<file path="src/sv/sat_pkg.sv">
package sat_pkg;

    // Storage depth and derived widths
    localparam int MAX_ENTRIES = 16;
    localparam int IDX_W       = $clog2(MAX_ENTRIES);
    localparam int CNT_W       = IDX_W + 1;
    localparam int KEY_W       = 32;
    localparam int POS_W       = 4;
    localparam int CAP_W       = 5;
    localparam int OCNT_W      = 5;
    localparam int CMP_W       = (CNT_W > CAP_W) ? CNT_W : CAP_W;
    localparam int CAP_RESET   = 16;
    localparam int STEP_W      = 4;
    localparam int PADDR_W     = 3;
    localparam int PDATA_W     = 32;

    // Register index of capacity_limit
    localparam logic REG_CAPACITY = 1'b0;

    typedef enum logic [1:0] {
        REQ_INSERT = 2'd0,
        REQ_REMOVE = 2'd1,
        REQ_READ   = 2'd2,
        REQ_NONE   = 2'd3
    } req_kind_t;

    typedef enum logic [1:0] {
        ST_OK    = 2'd0,
        ST_FULL  = 2'd1,
        ST_RANGE = 2'd2
    } status_t;

    typedef struct packed {
        logic [1:0]       req_type;
        logic [KEY_W-1:0] key_value;
        logic [POS_W-1:0] position;
    } req_t;

    typedef struct packed {
        logic [KEY_W-1:0]  read_value;
        logic [1:0]        status;
        logic [OCNT_W-1:0] entry_count;
    } rsp_t;

    // Branch conditions of the control program
    typedef enum logic [3:0] {
        C_NEVER,
        C_ALWAYS,
        C_IS_INS,
        C_IS_REM,
        C_IS_RD,
        C_FULL,
        C_IDX_ZERO,
        C_KEY_LT,
        C_LAST,
        C_RANGE
    } cond_t;

    typedef enum logic [1:0] {
        RD_NONE,
        RD_IDX_DEC,
        RD_IDX_INC,
        RD_POS
    } rd_sel_t;

    typedef enum logic [1:0] {
        WR_NONE,
        WR_KEY,
        WR_RDATA,
        WR_BUBBLE
    } wr_sel_t;

    typedef enum logic [2:0] {
        IDX_HOLD,
        IDX_LOAD_COUNT,
        IDX_LOAD_POS,
        IDX_DEC_IF_LT,
        IDX_INC
    } idx_op_t;

    typedef enum logic [1:0] {
        CNT_HOLD,
        CNT_INC,
        CNT_DEC
    } cnt_op_t;

    typedef struct packed {
        cond_t             cond;
        logic [STEP_W-1:0] target;
        rd_sel_t           rd;
        wr_sel_t           wr;
        idx_op_t           idx_op;
        cnt_op_t           cnt_op;
        logic              fin;
        status_t           st;
        logic              rd_out;
    } ctl_t;

    // Datapath status seen by the sequencer
    typedef struct packed {
        logic is_ins;
        logic is_rem;
        logic is_rd;
        logic full;
        logic idx_zero;
        logic key_lt;
        logic last;
        logic range;
    } flags_t;

    // Control program
    function automatic ctl_t ucode(input logic [STEP_W-1:0] step);
        ctl_t w;
        w = '{cond: C_NEVER, target: '0, rd: RD_NONE, wr: WR_NONE, idx_op: IDX_HOLD,
              cnt_op: CNT_HOLD, fin: 1'b0, st: ST_OK, rd_out: 1'b0};
        unique case (step)
            // dispatch on request kind
            4'd0: begin
                w.cond = C_IS_INS; w.target = 4'd4;
            end
            4'd1: begin
                w.cond = C_IS_REM; w.target = 4'd8;
            end
            4'd2: begin
                w.cond = C_IS_RD; w.target = 4'd12;
            end
            4'd3: begin
                w.fin = 1'b1;
            end
            // insert: start at the tail
            4'd4: begin
                w.cond = C_FULL; w.target = 4'd15; w.idx_op = IDX_LOAD_COUNT;
            end
            4'd5: begin
                w.cond = C_IDX_ZERO; w.target = 4'd7; w.rd = RD_IDX_DEC;
            end
            // move the lower neighbor up while the key is smaller
            4'd6: begin
                w.cond = C_KEY_LT; w.target = 4'd5; w.wr = WR_BUBBLE;
                w.idx_op = IDX_DEC_IF_LT;
            end
            4'd7: begin
                w.wr = WR_KEY; w.cnt_op = CNT_INC; w.fin = 1'b1;
            end
            // remove: close the gap from position upward
            4'd8: begin
                w.cond = C_RANGE; w.target = 4'd14; w.idx_op = IDX_LOAD_POS;
            end
            4'd9: begin
                w.cond = C_LAST; w.target = 4'd11; w.rd = RD_IDX_INC;
            end
            4'd10: begin
                w.cond = C_ALWAYS; w.target = 4'd9; w.wr = WR_RDATA; w.idx_op = IDX_INC;
            end
            4'd11: begin
                w.cnt_op = CNT_DEC; w.fin = 1'b1;
            end
            // read
            4'd12: begin
                w.cond = C_RANGE; w.target = 4'd14; w.rd = RD_POS;
            end
            4'd13: begin
                w.fin = 1'b1; w.rd_out = 1'b1;
            end
            4'd14: begin
                w.fin = 1'b1; w.st = ST_RANGE;
            end
            4'd15: begin
                w.fin = 1'b1; w.st = ST_FULL;
            end
            default: begin
                w.fin = 1'b1;
            end
        endcase
        return w;
    endfunction

endpackage

</file>
<file path="src/sv/sat_seq.sv">
module sat_seq (
    input  logic            clk,
    input  logic            rst_n,
    input  logic            start,
    input  logic            hold,
    input  sat_pkg::flags_t flags,
    output sat_pkg::ctl_t   ctl,
    output logic            exec,
    output logic            busy
);
    import sat_pkg::*;

    logic [STEP_W-1:0] step_reg;
    logic [STEP_W-1:0] step_next;
    logic              busy_reg;
    logic              busy_next;
    logic              taken;

    assign ctl  = ucode(step_reg);
    assign busy = busy_reg;
    // hold the finishing step while the result register is still occupied and stalled
    assign exec = busy_reg && !(ctl.fin && hold);

    always_comb
    begin
        unique case (ctl.cond)
            C_NEVER:    taken = 1'b0;
            C_ALWAYS:   taken = 1'b1;
            C_IS_INS:   taken = flags.is_ins;
            C_IS_REM:   taken = flags.is_rem;
            C_IS_RD:    taken = flags.is_rd;
            C_FULL:     taken = flags.full;
            C_IDX_ZERO: taken = flags.idx_zero;
            C_KEY_LT:   taken = flags.key_lt;
            C_LAST:     taken = flags.last;
            C_RANGE:    taken = flags.range;
            default:    taken = 1'b0;
        endcase
    end

    always_comb
    begin
        step_next = step_reg;
        busy_next = busy_reg;
        priority if (!busy_reg)
        begin
            if (start)
            begin
                busy_next = 1'b1;
                step_next = '0;
            end
        end
        else if (!exec)
        begin
            step_next = step_reg;
        end
        else if (ctl.fin)
        begin
            busy_next = 1'b0;
            step_next = '0;
        end
        else if (taken)
        begin
            step_next = ctl.target;
        end
        else
        begin
            step_next = step_reg + STEP_W'(1);
        end
    end

    always_ff @(posedge clk or negedge rst_n)
    begin
        if (!rst_n)
        begin
            step_reg <= '0;
            busy_reg <= 1'b0;
        end
        else
        begin
            step_reg <= step_next;
            busy_reg <= busy_next;
        end
    end

endmodule

</file>
<file path="src/sv/sat_dp.sv">
module sat_dp (
    input  logic                        clk,
    input  logic                        rst_n,
    input  logic                        start,
    input  sat_pkg::req_t               req,
    input  logic [sat_pkg::CAP_W-1:0]   capacity,
    input  sat_pkg::ctl_t               ctl,
    input  logic                        exec,
    output sat_pkg::flags_t             flags,
    output logic [sat_pkg::KEY_W-1:0]   rdata,
    output logic [sat_pkg::CNT_W-1:0]   count,
    output logic [sat_pkg::CNT_W-1:0]   count_upd
);
    import sat_pkg::*;

    logic [KEY_W-1:0] entries [MAX_ENTRIES];

    logic [1:0]       kind_reg;
    logic [KEY_W-1:0] key_reg;
    logic [POS_W-1:0] pos_reg;
    logic [CNT_W-1:0] idx_reg;
    logic [CNT_W-1:0] idx_next;
    logic [CNT_W-1:0] count_reg;
    logic [CNT_W-1:0] count_next;
    logic [KEY_W-1:0] rdata_reg;

    logic [CNT_W-1:0] pos_ext;
    logic [CNT_W:0]   idx_plus;
    logic [IDX_W-1:0] rd_addr;
    logic             rd_en;
    logic [KEY_W-1:0] wr_data;
    logic             wr_en;
    logic             key_lt;

    assign pos_ext  = CNT_W'(pos_reg);
    assign idx_plus = (CNT_W+1)'(idx_reg) + (CNT_W+1)'(1);
    assign key_lt   = key_reg < rdata_reg;

    assign flags.is_ins   = kind_reg == REQ_INSERT;
    assign flags.is_rem   = kind_reg == REQ_REMOVE;
    assign flags.is_rd    = kind_reg == REQ_READ;
    // effective limit is the smaller of the register and the storage depth
    assign flags.full     = (count_reg >= CNT_W'(MAX_ENTRIES))
                            || (CMP_W'(count_reg) >= CMP_W'(capacity));
    assign flags.idx_zero = idx_reg == '0;
    assign flags.key_lt   = key_lt;
    assign flags.last     = idx_plus >= (CNT_W+1)'(count_reg);
    assign flags.range    = pos_ext >= count_reg;

    assign rdata     = rdata_reg;
    assign count     = count_reg;
    assign count_upd = count_next;

    always_comb
    begin
        unique case (ctl.rd)
            RD_IDX_DEC: rd_addr = idx_reg[IDX_W-1:0] - IDX_W'(1);
            RD_IDX_INC: rd_addr = idx_reg[IDX_W-1:0] + IDX_W'(1);
            RD_POS:     rd_addr = pos_reg[IDX_W-1:0];
            default:    rd_addr = idx_reg[IDX_W-1:0];
        endcase
        rd_en = exec && (ctl.rd != RD_NONE);
    end

    always_comb
    begin
        unique case (ctl.wr)
            WR_KEY:    wr_data = key_reg;
            WR_RDATA:  wr_data = rdata_reg;
            WR_BUBBLE: wr_data = key_lt ? rdata_reg : key_reg;
            default:   wr_data = key_reg;
        endcase
        wr_en = exec && (ctl.wr != WR_NONE);
    end

    always_comb
    begin
        idx_next = idx_reg;
        if (exec)
        begin
            unique case (ctl.idx_op)
                IDX_LOAD_COUNT: idx_next = count_reg;
                IDX_LOAD_POS:   idx_next = pos_ext;
                IDX_DEC_IF_LT:  idx_next = key_lt ? idx_reg - CNT_W'(1) : idx_reg;
                IDX_INC:        idx_next = idx_reg + CNT_W'(1);
                default:        idx_next = idx_reg;
            endcase
        end
    end

    always_comb
    begin
        count_next = count_reg;
        if (exec)
        begin
            unique case (ctl.cnt_op)
                CNT_INC: count_next = count_reg + CNT_W'(1);
                CNT_DEC: count_next = count_reg - CNT_W'(1);
                default: count_next = count_reg;
            endcase
        end
    end

    always_ff @(posedge clk)
    begin
        if (wr_en)
        begin
            entries[idx_reg[IDX_W-1:0]] <= wr_data;
        end
    end

    always_ff @(posedge clk)
    begin
        if (rd_en)
        begin
            rdata_reg <= entries[rd_addr];
        end
    end

    always_ff @(posedge clk)
    begin
        if (start)
        begin
            kind_reg <= req.req_type;
            key_reg  <= req.key_value;
            pos_reg  <= req.position;
        end
        idx_reg <= idx_next;
    end

    always_ff @(posedge clk or negedge rst_n)
    begin
        if (!rst_n)
        begin
            count_reg <= '0;
        end
        else
        begin
            count_reg <= count_next;
        end
    end

endmodule

</file>
<file path="src/sv/sorted_array_table.sv">
// Sorted key table: holds up to capacity_limit (capped at 16) unsigned 32-bit
// keys in ascending order. Each request beat (insert, remove at position,
// read at position) yields one response beat with status, read value and the
// entry count after the request. Requests run one at a time on a microcoded
// sequencer over a single-port key memory with registered read data, so the
// step count is set by one memory read per element visited: insert walks
// down from the tail past every larger key, remove shifts down each entry
// above the removed one, and read, refused or unused requests visit at most
// one element. The next request beat is taken in the cycle after the response
// is loaded. A new request is taken while the previous response still waits.
// capacity_limit sits at byte address 0 and resets to 16; write it only while
// the table is idle.
module sorted_array_table (
    input  logic                          clk,
    input  logic                          rst_n,
    input  logic                          req_valid,
    output logic                          req_stall,
    input  sat_pkg::req_t                 req,
    output logic                          rsp_valid,
    input  logic                          rsp_stall,
    output sat_pkg::rsp_t                 rsp,
    input  logic                          psel,
    input  logic                          penable,
    input  logic                          pwrite,
    input  logic [sat_pkg::PADDR_W-1:0]   paddr,
    input  logic [sat_pkg::PDATA_W-1:0]   pwdata,
    output logic [sat_pkg::PDATA_W-1:0]   prdata,
    output logic                          pready
);
    import sat_pkg::*;

    logic [CAP_W-1:0] cap_reg;
    logic             cfg_wr;

    logic             start;
    logic             hold;
    logic             busy;
    logic             exec;
    ctl_t             ctl;
    flags_t           flags;
    logic [KEY_W-1:0] rdata;
    logic [CNT_W-1:0] count;
    logic [CNT_W-1:0] count_upd;
    logic             out_load;

    rsp_t             rsp_reg;
    rsp_t             rsp_next;
    logic             rsp_valid_reg;
    logic             rsp_valid_next;

    assign pready = 1'b1;
    assign cfg_wr = psel && penable && pwrite && pready;
    assign prdata = (paddr[2] == REG_CAPACITY) ? PDATA_W'(cap_reg) : '0;

    always_ff @(posedge clk or negedge rst_n)
    begin
        if (!rst_n)
        begin
            cap_reg <= CAP_W'(CAP_RESET);
        end
        else if (cfg_wr && (paddr[2] == REG_CAPACITY))
        begin
            cap_reg <= pwdata[CAP_W-1:0];
        end
    end

    assign req_stall = busy;
    assign start     = req_valid && !req_stall;
    assign hold      = rsp_valid_reg && rsp_stall;

    sat_seq u_seq (
        .clk   (clk),
        .rst_n (rst_n),
        .start (start),
        .hold  (hold),
        .flags (flags),
        .ctl   (ctl),
        .exec  (exec),
        .busy  (busy)
    );

    sat_dp u_dp (
        .clk       (clk),
        .rst_n     (rst_n),
        .start     (start),
        .req       (req),
        .capacity  (cap_reg),
        .ctl       (ctl),
        .exec      (exec),
        .flags     (flags),
        .rdata     (rdata),
        .count     (count),
        .count_upd (count_upd)
    );

    assign out_load = exec && ctl.fin;

    always_comb
    begin
        rsp_next.read_value  = ctl.rd_out ? rdata : '0;
        rsp_next.status      = ctl.st;
        rsp_next.entry_count = OCNT_W'(count_upd);
        priority if (out_load)
        begin
            rsp_valid_next = 1'b1;
        end
        else if (rsp_stall)
        begin
            rsp_valid_next = rsp_valid_reg;
        end
        else
        begin
            rsp_valid_next = 1'b0;
        end
    end

    always_ff @(posedge clk)
    begin
        if (out_load)
        begin
            rsp_reg <= rsp_next;
        end
    end

    always_ff @(posedge clk or negedge rst_n)
    begin
        if (!rst_n)
        begin
            rsp_valid_reg <= 1'b0;
        end
        else
        begin
            rsp_valid_reg <= rsp_valid_next;
        end
    end

    assign rsp_valid = rsp_valid_reg;
    assign rsp       = rsp_reg;

`ifndef NO_ASSERTIONS
    a_count_bound: assert property (@(posedge clk) disable iff (!rst_n)
        count <= CNT_W'(MAX_ENTRIES))
        else $error("entry count above storage depth");

    a_count_at_fin: assert property (@(posedge clk) disable iff (!rst_n)
        !$stable(count) |-> $past(out_load))
        else $error("entry count changed outside a finishing step");

    a_start_busy: assert property (@(posedge clk) disable iff (!rst_n)
        start |=> busy)
        else $error("accepted request did not start the sequencer");

    a_rsp_count: assert property (@(posedge clk) disable iff (!rst_n)
        out_load |=> (rsp_valid && rsp.entry_count == OCNT_W'(count)))
        else $error("response count disagrees with table count");
`endif

endmodule

</file>
<file path="config.mk">
export PLATFORM = sky130hd
export DESIGN_NAME = sorted_array_table
export DESIGN_NICKNAME = d
export VERILOG_FILES = /design/src/sv/sat_pkg.sv /design/src/sv/sat_seq.sv /design/src/sv/sat_dp.sv /design/src/sv/sorted_array_table.sv
export SDC_FILE = /design/constraint.sdc
export NUM_CORES = 1
export LEC_CHECK = 0
export BUFFER_PORTS_ARGS = -buffer_cell sky130_fd_sc_hd__buf_2
export CAP_MARGIN = 40
export CORE_UTILIZATION = 45
export CTS_BUF_LIST = sky130_fd_sc_hd__clkbuf_8 sky130_fd_sc_hd__clkbuf_16
export DETAILED_ROUTE_END_ITERATION = 10
export GPL_ROUTABILITY_DRIVEN = 0
export PLACE_DENSITY_LB_ADDON = 0.12
export REMOVE_ABC_BUFFERS = 1
export SLEW_MARGIN = 10
export SYNTH_ARGS = -nofsm -noshare
export SYNTH_HDL_FRONTEND = slang
export SYNTH_SLANG_ARGS = --single-unit
</file>
<file path="constraint.sdc">
create_clock -name clk -period 11.43 [get_ports clk]
set_input_delay 1.143 -clock clk [delete_from_list [all_inputs] [get_ports clk]]
set_output_delay 1.143 -clock clk [all_outputs]
set_load 0.1 [all_outputs]
</file>
* After elaboration in Yosys (flattened, before gate mapping)
Memory sizes are Yosys's and may differ from the RTL's. A register that Yosys moved wholly into a read port is not among the register bits.
Cells that the tools add are included.
** Cells by class
- Reductions and logical operators :: 24
- Add/subtract/negate cells :: 8
- $lt $le $gt $ge :: 5
- Equality and inequality tests :: 40
- Multiplexer cells :: 30
- Bitwise logic cells :: 1
** Operators by type and width (count)
- $pmux W8 S9 :: 1
- $pmux W32 S2 :: 1
- $eq A4 B4 Y1 const B :: 10
- $eq A4 B3 Y1 const B :: 8
- $lt A32 B32 Y1 :: 1
- $mux W32 :: 1
- $mux W4 :: 5
- $pmux W5 S4 :: 1
- $eq A4 B2 Y1 const B :: 4
- $mux W5 :: 3
- $eq A2 B2 Y1 const B :: 6
- $pmux W2 S3 :: 2
- $pmux W3 S4 :: 1
- $pmux W4 S3 :: 1
- $add A5 B1 Y5 const B :: 2
- $logic_and A1 B1 Y1 :: 10
- $mux W1 :: 10
- $pmux W5 S2 :: 1
- $sub A5 B1 Y5 const B :: 2
- $pmux W1 S9 :: 1
- $add A4 B1 Y4 const B :: 2
- $eq A4 B1 Y1 const B :: 2
- $pmux W2 S2 :: 2
- $add A5 B1 Y6 const B :: 1
- other kinds (23) :: 30
** Word-level totals
- Memories :: 1
- Bits in registers :: 98
- RAM bits :: 512
- Input port bits :: 80
** Memories
- u_dp.entries :: words 16, width 32, read ports 1, clocked after Yosys merged registers in 1, wr ports 1, line sat_dp.sv:16 : logic [KEY_W-1:0] entries [MAX_ENTRIES];

* Longest topological paths before layout
Gate-level depths: netlist (run 1).
- Depth in word-level cells :: 9
- Mapped depth :: 20

* Cells and area by module
A second synthesis (run 1) with hierarchy kept.
** Second synthesis, totals
- Cell total of the unflattened synthesis :: 2056
- Area total of the unflattened synthesis :: 27266.2 µm²
** Modules (own cells, without submodules)
- sat_dp :: instances 1, cells each 1826, area an instance 24578.6 µm²
- sorted_array_table :: instances 1, cells each 125, area an instance 1900.6 µm²
- sat_seq :: instances 1, cells each 105, area an instance 787.0 µm²

* Worst setup path before layout (run 1)
Ideal clock, no wire load.
- Path type :: register to register
- From :: register u_seq.step_reg[0]
- To :: memory u_dp.entries[1][0] (enable)
- Setup slack :: 6.882 ns
- Path buffers :: 1
- Data arrival time :: 4.087 ns
- Stages on the path, launching flop included :: 11
- Required time :: 10.969 ns
- Cells stage by stage :: dfrtp_1 -> inv_1 -> ha_1 -> clkbuf_1 -> nor2_1 -> inv_1 -> a31oi_1 -> o21ai_0 -> a21oi_1 -> nand2_1 -> nor3_1
** On the way
- Cells in the longest elaborated chain, start to end :: 9
- Elaborated cells on any way between the ends :: 18
- Those cells by class :: eq/ne: 8; mux: 4; reduce/logical: 6
** RTL lines
- start, declared :: line sat_seq.sv:13 : logic [STEP_W-1:0] step_reg;
- start signal, assigned :: line sat_seq.sv:81 : step_reg <= step_next;
- $eq A4 B2 Y1 (tied with other cells) :: line sat_pkg.sv:116 : unique case (step)
- $reduce_or A6 Y1 (no source line)
- $mux W1 :: line sat_pkg.sv:116
- $logic_and A1 B1 Y1 :: line sat_seq.sv:22 : assign exec = busy_reg && !(ctl.fin && hold);
- $logic_not A1 Y1 :: line sat_seq.sv:22
- $logic_and A1 B1 Y1 :: line sat_seq.sv:22
- $logic_and A1 B1 Y1 (*) :: line sat_dp.sv:73 : wr_en = exec && (ctl.wr != WR_NONE);
- $mux W1 (*) :: line sat_dp.sv:106 : if (wr_en)
- $mux W1 (not written as such) (*) :: line sat_dp.sv:108 : entries[idx_reg[IDX_W-1:0]] <= wr_data;
- end, declared :: line sat_dp.sv:16
Mark *: on every way between the ends. The rest lies on a longest branch, timed or not.

* Worst setup path in the final report (run 1)
- From :: register u_seq.step_reg[0]
- To :: register u_dp.rdata_reg[10] (netlist: u_dp.rdata[10]) (read register of u_dp.entries) (data pin)
** On the way
- Cells in the longest elaborated chain, start to end :: 7
- Elaborated cells on any way between the ends :: 21
- Those cells by class :: eq/ne: 12; mux: 3; reduce/logical: 6
** RTL lines
- branches (longest 7 deep; another with $eq A4 B4 Y1)
- end, declared :: line sat_dp.sv:25 : logic [KEY_W-1:0] rdata_reg;
Several ways; the timed one is not identified.
A chain may end at the register's enable or synchronous reset.

==> results.cfg, run 1 <==
[clock_tree]
clk_pin_slew_worst_paths_ns = 0.06
cts-resized-gates = 0
clk_latency_ns = 0.60
cts_sinks = 642
cts_buffers = 68
root_buffer = clkbuf_16
hold_buffers = 0
cts-htree-levels = 3
clockBufferDepth = 3
post-cts-setup-buffers = 0
cts_tree = built

[placed_design]
place_area_um2 = 28100
hpwl_um = 32400
dp_cells = 2264
portBuffers = 96

[floorplanning]
fp.dieH_um = 245
fp.dieW_um = 245
start_util_pct = 45.9
io_pins = 154
die-area_um2 = 60300
core.rowCount = 88
core_area_um2 = 58100

[sta]
slew_violations = 0
rsz0062_at_grt = no
setup_violations = 0
tightest_slew_ns = 0.900
fin_setup_tns_ns = 0
clock_skew_ns = 0.0228
fin_crit_sh_pct = 49.7
post-route-min-period_ns = 5.68
hold_viol = 0
max_freq_ghz = 0.176
relSlewSlack_pct = 40.0

[power_and_ir_drop]
ir_drop_mv = 0.294
p_leak_uw = 0.0103
power.density_nw_per_um2 = 268

[yosys]
synth-main-ff-cell = edfxtp_1
synth_warnings = 0
synth_area_um2 = 26700
avgSynthCellArea_um2 = 18.5
synth_async_sr_flop_share_pct = 2.49
ys_seq_area_share_pct = 72.0
postSynthCellCount = 1440
ys_ff_latch = 642
synth-edff-count = 626
synth_cell_types = 63

[routing]
post_drt_wl_per_cell_um = 26.0
vias = 13500
drcViolationCount = 0
ant_nets = 0
drtIter0Drc = 1121
vias_per_cell = 5.64
postRouteWirelength_um = 62100
firstDrtPassIters = 7

[setup_path]
crit_path_max_incr_delay_ns = 0.64
crit_family = buffers and inverters
required_ns = 11.77
r2r_slack_ns = 5.75
crit-reg2reg-capture = u_dp.rdata[10]
crit_type = reg2reg
cpMostUsedCell = inv_1
critical_path.max_fanout = 93
critPathCaptureType = flip-flop
crit_slowest_cell = buf_12
ff2ff_path_depth = 16
critical_path.cell_chain = inv_1 > ha_1 > and2_1 > o21ai_0 > inv_1 > ha_1 > inv_1 > fa_1 > a221o_1 > o21ai_4 > buf_4 > buf_12 > mux4_2 > nor2b_1 > a211oi_1 > a21oi_1
cp-start-kind = flip-flop
r2r_start = u_seq.step_reg[0]
crit_buf_inv = 5
arrival_ns = 6.02

[min_path]
hold_path_class = in2async

[grt]
grt_pass1_vias = 13900
met1_usage_pct = 28.2
grtUsageMet3_pct = 3.40
grt_pass1_wl_um = 91200
grt_usage_pct = 21.2
gr-total-overflow = 0
grt.met2_usage_pct = 36.3
busiest_layer = met2
grt_antenna_before_repair = 0
grt_max_degree = 129

[flow_run]
drv_cap = 0

[layout]
design_area_um2 = 30200
diodes = 0
syn_to_final_growth_pct = 13.3
fin_cells = 2385
drive_gt1_share_pct = 23.8
finish.net_count = 1717
largest_reg_flops = 512

[run_status]
outcome = finished, final reports clean
==> worst max path at each step <==
stage,start,end,slack (ns),cells after the start
after CTS,u_seq.step_reg[0],u_dp.rdata[0],5.66,16
after global routing,u_seq.step_reg[0],u_dp.rdata[15],5.25,16
after global placement,u_seq.step_reg[0],u_dp.rdata[9],5.71,16
after detailed placement,u_seq.step_reg[0],u_dp.rdata[10],5.70,16
after floorplan,u_seq.step_reg[1],u_dp.rdata[0],-8.12,12
final,u_seq.step_reg[0],u_dp.rdata[10],5.75,16
==> report_power, final <==
group	leakage, uW	switching (uW)	internal [uW]	total [uW]
clock	0.00110	892	1200	2090
combinational	0.00335	1800	1150	2950
sequential	0.00585	115	2950	3070
total	0.0103	2800	5300	8100
==> layout by cell type (no fill, tap or decap), types with 11 or more instances in the layout <==
master | synthesis | final
nor2_4 | 0 | 13
nor3_1 | 39 | 35
mux2_1 | 30 | 30
a211oi_1 | 35 | 35
dfrtp_1 | 15 | 15
mux2i_1 | 32 | 32
ha_1 | 65 | 65
o21ai_0 | 27 | 25
clkinv_2 | 0 | 11
edfxtp_1 | 626 | 626
mux4_2 | 128 | 128
buf_2 | 20 | 96
a21oi_1 | 54 | 54
conb_1 | 2 | 28
clkinv_1 | 1 | 15
nor2_1 | 40 | 27
nand2_1 | 34 | 33
buf_4 | 36 | 27
inv_1 | 60 | 75
clkbuf_16 | 0 | 69
nor2b_1 | 43 | 42
==> worst reg2reg max path, delay by kind of cell, from the launching register on <==
kind / cells / cell delay, ns
simple gates: 2 / 0.37
compound gates: 5 / 1.17
mux: 1 / 0.73
flops: 1 / 0.44
fa+ha+maj: 3 / 1.08
buf+inv: 5 / 1.64
==> metrics by stage <==
| step | total power (uW) | setup slack (ns) | utilization (%) | hold WS (ns) |
|---|---|---|---|---|
| 2_1_floorplan | 5960 | -8.12 | - | 0.479 |
| 3_3_place_gp | 6050 | 5.71 | 48.3 | 0.491 |
| 3_5_place_dp | 6100 | 5.70 | 48.4 | 0.495 |
| 4_1_cts | 8200 | 5.66 | 52.0 | 0.427 |
| 5_1_grt | 8510 | 5.25 | 52.0 | 0.450 |
| 6_report | 8100 | 5.75 | 52.0 | 0.454 |
==> synth_stat cells (27+ instances only) <==
cell type	number	area [um2]
a211oi_1	35	263
a21oi_1	54	270
buf_4	36	270
clkbuf_1	31	116
edfxtp_1	626	18800
ha_1	65	813
inv_1	60	225
mux2_1	30	338
mux2i_1	32	320
mux4_2	128	2880
nand2_1	34	128
nor2_1	40	150
nor2b_1	43	269
nor3_1	39	195
o21ai_0	27	135
==> cells by family after synthesis <==
| group | synth area share, % |
|---|---|
| flip-flops | 72.0 |
| buffers and inverters | 2.87 |
| adder cells (fa/ha/maj) | 3.27 |
| multiplexers | 13.6 |
| XOR/XNOR | 0.427 |
| other | 0.0281 |
| AND/OR/NAND/NOR | 3.95 |
| AO/OA/AOI/OAI | 3.93 |
==> layout make-up <==
type / instances / area [um2]
clock inverter: 51 / 352
clock buffer: 70 / 1740
multi-input combinational: 669 / 6980
tap: 765 / 957
sequential: 642 / 19200
fill: 4690 / 27900
inverter: 61 / 229
timing repair buffer: 127 / 771
==> metal layers <==
| layer | part of all wire [%] | vias up |
|---|---|---|
| li1 | - | 5964 |
| met1 | 43 | 7044 |
| met2 | 51 | 374 |
| met3 | 4.5 | 78 |
| met4 | 1.9 | 0 |
| met5 | 0 | - |
Power figures use the tool's default switching activity.
==> inputs of run 2 (changes only) <==
--- a/config.mk
+++ b/config.mk
@@ -5,6 +5,7 @@
 export SDC_FILE = /design/constraint.sdc
 export NUM_CORES = 1
 export LEC_CHECK = 0
+export ABC_AREA = 1
 export BUFFER_PORTS_ARGS = -buffer_cell sky130_fd_sc_hd__buf_2
 export CAP_MARGIN = 40
 export CORE_UTILIZATION = 45
==> constraint.sdc (replaced) <==
create_clock -name clk -period 5.3 [get_ports clk]
set_input_delay 0.53 -clock clk [delete_from_list [all_inputs] [get_ports clk]]
set_output_delay 0.53 -clock clk [all_outputs]
set_load 0.1 [all_outputs]
==> run 2 against run 1 <==
- register-to-register slack lost 4.6 ns
- cell area grew 7.1%
- setup slack lost 4.6 ns
- highest routed layer is now met5
==> results.cfg, run 2 <==
[yosys]
synth_warnings = 0
synthTopCellsByCount = edfxtp_1, nand2_1, nor2_1
synth_async_sr_flop_share_pct = 2.49
postSynthCellCount = 2296
avgSynthCellArea_um2 = 12.3
synth_top_area_share_pct = 66.6
ys_seq_area_share_pct = 68.0
synth_most_common_cell = edfxtp_1
synth_area_um2 = 28200
synth-edff-count = 626
ys_ff_latch = 642
synth-main-ff-cell = edfxtp_1
yosysTopAreaCell = edfxtp_1
synth_cell_types = 50
synth_area_leaders = edfxtp_1, o21ai_0, nand2_1

[sta]
post-route-min-period_ns = 4.18
slew_violations = 0
fin_setup_tns_ns = 0
relSlewSlack_pct = 41.0
max_freq_ghz = 0.239
fin_crit_sh_pct = 78.8
setup_slack_ns = 1.12
tightest_slew_ns = 0.885
setup_violations = 0
rsz0062_at_grt = no
clock_skew_ns = 0.0193
hold_viol = 0

[layout]
layout_commonest_cell = edfxtp_1
drive_gt1_share_pct = 17.2
syn_to_final_growth_pct = 14.7
fin_cells = 3310
largest_reg_flops = 512
finish.utilization_pct = 52.3
finish.net_count = 2567
diodes = 0
layout_common_cells = edfxtp_1, nand2_1, nor2_1

[setup_path]
required_ns = 5.73
crit_path_max_incr_delay_ns = 0.65
crit_slowest_cell = inv_4
critical_path.cell_chain = inv_1 > ha_1 > nand3_1 > nand2_1 > inv_1 > ha_1 > inv_1 > fa_1 > nand2_1 > nand3_1 > o21ai_4 > inv_4 > buf_12 > o21ai_0 > inv_1 > o21ai_0 > and3_1 > o31ai_2
crit_type = reg2reg
cp-start-kind = flip-flop
arrival_ns = 4.60
cpMostUsedCell = inv_1
critical_path.max_fanout = 77
critPathCaptureType = flip-flop

[grt]
grt_pass1_vias = 17400
grt_max_degree = 208
grt_antenna_before_repair = 1
grt_pass1_wl_um = 111000
grt_usage_pct = 23.6
gr-total-overflow = 0

[run_status]
outcome = finished, final reports clean

[floorplanning]
die-area_um2 = 63700
fp.dieH_um = 252
io_pins = 154
core_area_um2 = 61800
start_util_pct = 45.6
fp.dieW_um = 252
core.rowCount = 91

[routing]
postRouteWirelength_um = 74700
drtIter0Drc = 1758
vias = 18400
vias_per_cell = 5.56
ant_nets = 0
firstDrtPassIters = 5
post_drt_wl_per_cell_um = 22.6
drcViolationCount = 0

[placed_design]
portBuffers = 96
dp_cells = 3182
dpl_worst_slack_ns = 1.21
hpwl_um = 41800

[min_path]
hold_path_class = in2reg

[clock_tree]
cts-htree-levels = 3
cts_tree = built
post-cts-setup-buffers = 0
clk_pin_slew_worst_paths_ns = 0.06
clockBufferDepth = 3
cts_buffers = 71
cts_sinks = 642
root_buffer = clkbuf_16
clk_latency_ns = 0.61

[flow_run]
drv_cap = 0
[run 2: cell types whose count changed after synthesis, moves of 32 or more]
cell      previous run  this run
nand2_1             34       259
nor2_1              40       242
o21ai_0             27       211
mux4_2             128         0
o211ai_1             3       113
inv_1               60       162
or2_2                1        99
nand3_1              6        61
o221ai_1             1        49
nor2b_1             43         0
a211oi_1            35         1
nor3_1              39         6
mux2i_1             32         0
[run 2: timing repair]
item                      CTS  global route
hold buffers                1             0
gates resized for setup     0             0
hold endpoints to repair   15             0
[run 2: kinds of logic (layout without fill, tap and decap cells)]
family	after synthesis	in the layout	synth area share, %
adder cells (fa/ha/maj)	68	68	3.10
other	2	28	0.0266
XOR/XNOR	12	12	0.372
flip-flops	642	642	68.0
AO/OA/AOI/OAI	541	541	12.4
buffers and inverters	323	474	5.08
AND/OR/NAND/NOR	708	708	11.0
[run 2: area by class of cell]
type | count | area [um2]
Clock buffer | 81 | 1980
Clock inverter | 46 | 297
Fill cell | 5302 | 29500
Inverter | 168 | 638
Multi-Input combinational cell | 1357 | 7850
Sequential cell | 642 | 19200
Tap cell | 837 | 1050
Timing Repair Buffer | 179 | 1350
[run 2: through the flow]
step           hold WS [ns]  instance area, um2
2_1_floorplan         0.234               27500
3_3_place_gp          0.467               29700
3_5_place_dp          0.469               30100
4_1_cts              0.0661               32400
5_1_grt              0.0801               32400
6_report             0.0942               32400
[run 2: metal layers]
metal | part of all wire [%] | GRT usage, %
met1 | 44 | 33.3
met2 | 47 | 37.9
met3 | 6.2 | 3.39
met4 | 2.0 | 6.84
met5 | 0.017 | 0
[run 2: critical path: cells and delay by family, from the launching register on]
kind                       cells  cell delay, ns
adders and majority gates      3            0.94
DFF                            1            0.42
AOI/OAI and AO/OA              4            0.50
and+or+nand+nor                5            0.73
buffers and inverters          6            1.35
[run 2: path summary, 6_finish.rpt]
check,startpoint,end,slack [ns],cells after the start
setup / recovery,u_seq.step_reg[1],u_dp.rdata[2],1.12,18
hold / removal,req[21],u_dp.key_reg[17],0.09,1
setup reg to reg,u_seq.step_reg[1],u_dp.rdata[2],1.12,18
hold reg to reg,rsp_valid,rsp_valid,0.52,2
max in group asynchronous,rst_n,cap_reg[4],4.60,2
min in group asynchronous,rst_n,u_seq.busy,0.39,2
Power of run 2 is not shown: default switching activity piles up to over one toggle a cycle in this logic, so the estimate is an artifact.
==> inputs of run 3 (changes only) <==
==> constraint.sdc (replaced) <==
create_clock -name clk -period 3.77 [get_ports clk]
set_input_delay 0.377 -clock clk [delete_from_list [all_inputs] [get_ports clk]]
set_output_delay 0.377 -clock clk [all_outputs]
set_load 0.1 [all_outputs]
==> run 3 against run 2 <==
- register-to-register slack got worse by 0.83 ns
- fmax increased by 20%
- clock skew increased by 0.0049 ns
- first-iteration DRC count decreased by 8.0%
- non-clock buffer count increased by 64
- sequential share of layout area decreased by 1.8 points
- cell count increased by 1.9%
- wire length decreased by 0.96%
- critical path depth decreased by 1
- flip-flop and latch count unchanged
- setup slack got worse by 0.83 ns
- highest routed layer is now met4
==> results.cfg, run 3 (same netlist as run 2, synthesis figures left out) <==
[sta]
fin_crit_sh_pct = 92.3
hold_viol = 0
setup_violations = 0
setup_slack_ns = 0.292
fin_hold_ws_ns = 0.0336
clock_skew_ns = 0.0241
slew_violations = 0
rsz0062_at_grt = no
post-route-min-period_ns = 3.48
tightest_slew_ns = 0.643
max_freq_ghz = 0.288
relSlewSlack_pct = 57.0

[layout]
largest_reg_flops = 512
layout_common_cells = edfxtp_1, nand2_1, nor2_1
finish.utilization_pct = 54.0
layout_commonest_cell = edfxtp_1
finish.net_count = 2631
regArea_um2 = 19200
syn_to_final_growth_pct = 18.3
multi_input_area_um2 = 7860
design_area_um2 = 33400
diodes = 0
fillers = 5141
drive_gt1_share_pct = 17.9

[clock_tree]
clk_pin_slew_worst_paths_ns = 0.06
cts_sinks = 642
clockBufferDepth = 3
cts_tree = built
cts-htree-levels = 3
post-cts-setup-buffers = 0
root_buffer = clkbuf_16
cts_buffers = 71
clk_latency_ns = 0.61

[grt]
grt_pass1_wl_um = 110000
grt_pass1_vias = 17700
grt_usage_pct = 23.3
grt_antenna_before_repair = 2
grt_max_degree = 87
gr-total-overflow = 0

[routing]
vias_per_cell = 5.53
postRouteWirelength_um = 74000
drcViolationCount = 0
post_drt_wl_per_cell_um = 21.9
drtIter0Drc = 1618
firstDrtPassIters = 5
ant_nets = 0
vias = 18600

[flow_run]
drv_cap = 0

[setup_path]
crit_start = u_seq.step_reg[2]
required_ns = 4.17
critPathCaptureType = flip-flop
critical_path.max_fanout = 38
cp-start-kind = flip-flop
crit_type = reg2reg
arrival_ns = 3.87
r2r_start = u_seq.step_reg[2]

[floorplanning]
fp.dieW_um = 252
fp.dieH_um = 252
core.rowCount = 91
start_util_pct = 45.6
core_area_um2 = 61800
die-area_um2 = 63700
io_pins = 154

[power_and_ir_drop]
finalPower_uw = 33400
power.density_nw_per_um2 = 1000
p_leak_uw = 0.0124
ir_drop_mv = 0.775

[run_status]
outcome = finished, final reports clean

[placed_design]
dpl_worst_slack_ns = 0.197
hpwl_um = 41600
portBuffers = 96
place_area_um2 = 30700

[min_path]
hold_path_class = in2reg
min_from = pwdata[4]
==> run 3: power breakdown <==
group          internal (uW)  switching, uW  total, uW
sequential              9600            384       9980
combinational           5610          11200      16800
clock                   3890           2750       6640
total                  19100          14300      33400
==> run 3: worst max-delay path, stage by stage, from the launching register on <==
cell and delay (ns):
dfrtp_1 0.55, nand2_1 0.15, inv_1 0.17, nand2_1 0.09, nand2_1 0.14, ha_1 0.21
inv_1 0.09, fa_1 0.48, nand2_1 0.05, nand3_1 0.12, o21ai_4 0.11, inv_4 0.18
buf_12 0.23, o21ai_0 0.12, inv_1 0.06, o21ai_0 0.08, and3_1 0.15, o31ai_1 0.29
==> run 3: layout make-up <==
cell class | instances | area share, %
sequential | 642 | 57.5
inverter | 168 | 1.91
tap | 837 | 3.14
clock buffer | 75 | 5.55
timing repair buffer | 243 | 7.22
clock inverter | 52 | 1.12
multi-input combinational | 1357 | 23.5
==> run 3: path summary, 6_finish.rpt <==
path | endpoint | slack, ns | cells after the start
hold / removal | cap_reg[4] | 0.03 | 3
hold reg to reg | rsp_valid | 0.51 | 2
min in group asynchronous | u_dp.count[4] | 0.22 | 2
setup reg to reg | u_dp.rdata[16] | 0.29 | 17
max in group asynchronous | cap_reg[4] | 3.23 | 2
setup / recovery | u_dp.rdata[16] | 0.29 | 17
==> run 3: stage by stage <==
step | instances | setup TNS [ns]
4_1_cts | 3373 | 0
5_1_grt | 3374 | 0
6_report | 3374 | 0
3_5_place_dp | 3206 | 0
2_1_floorplan | 2167 | -450.26
3_3_place_gp | 3205 | 0
==> run 3: timing repair <==
action	CTS	global route
gates resized for setup	0	5
endpoints found under the setup margin	0	14
hold endpoints to repair	55	0
hold buffers	40	0
==> run 3: routing by layer <==
layer  GRT usage (%)  share of wire (%)  up-vias
met5               0                  0        -
met4            7.26                2.2        0
met2            37.5                 47      636
met1            32.8                 45     9256
met3            3.10                5.8      102
li1                -                  -     8650
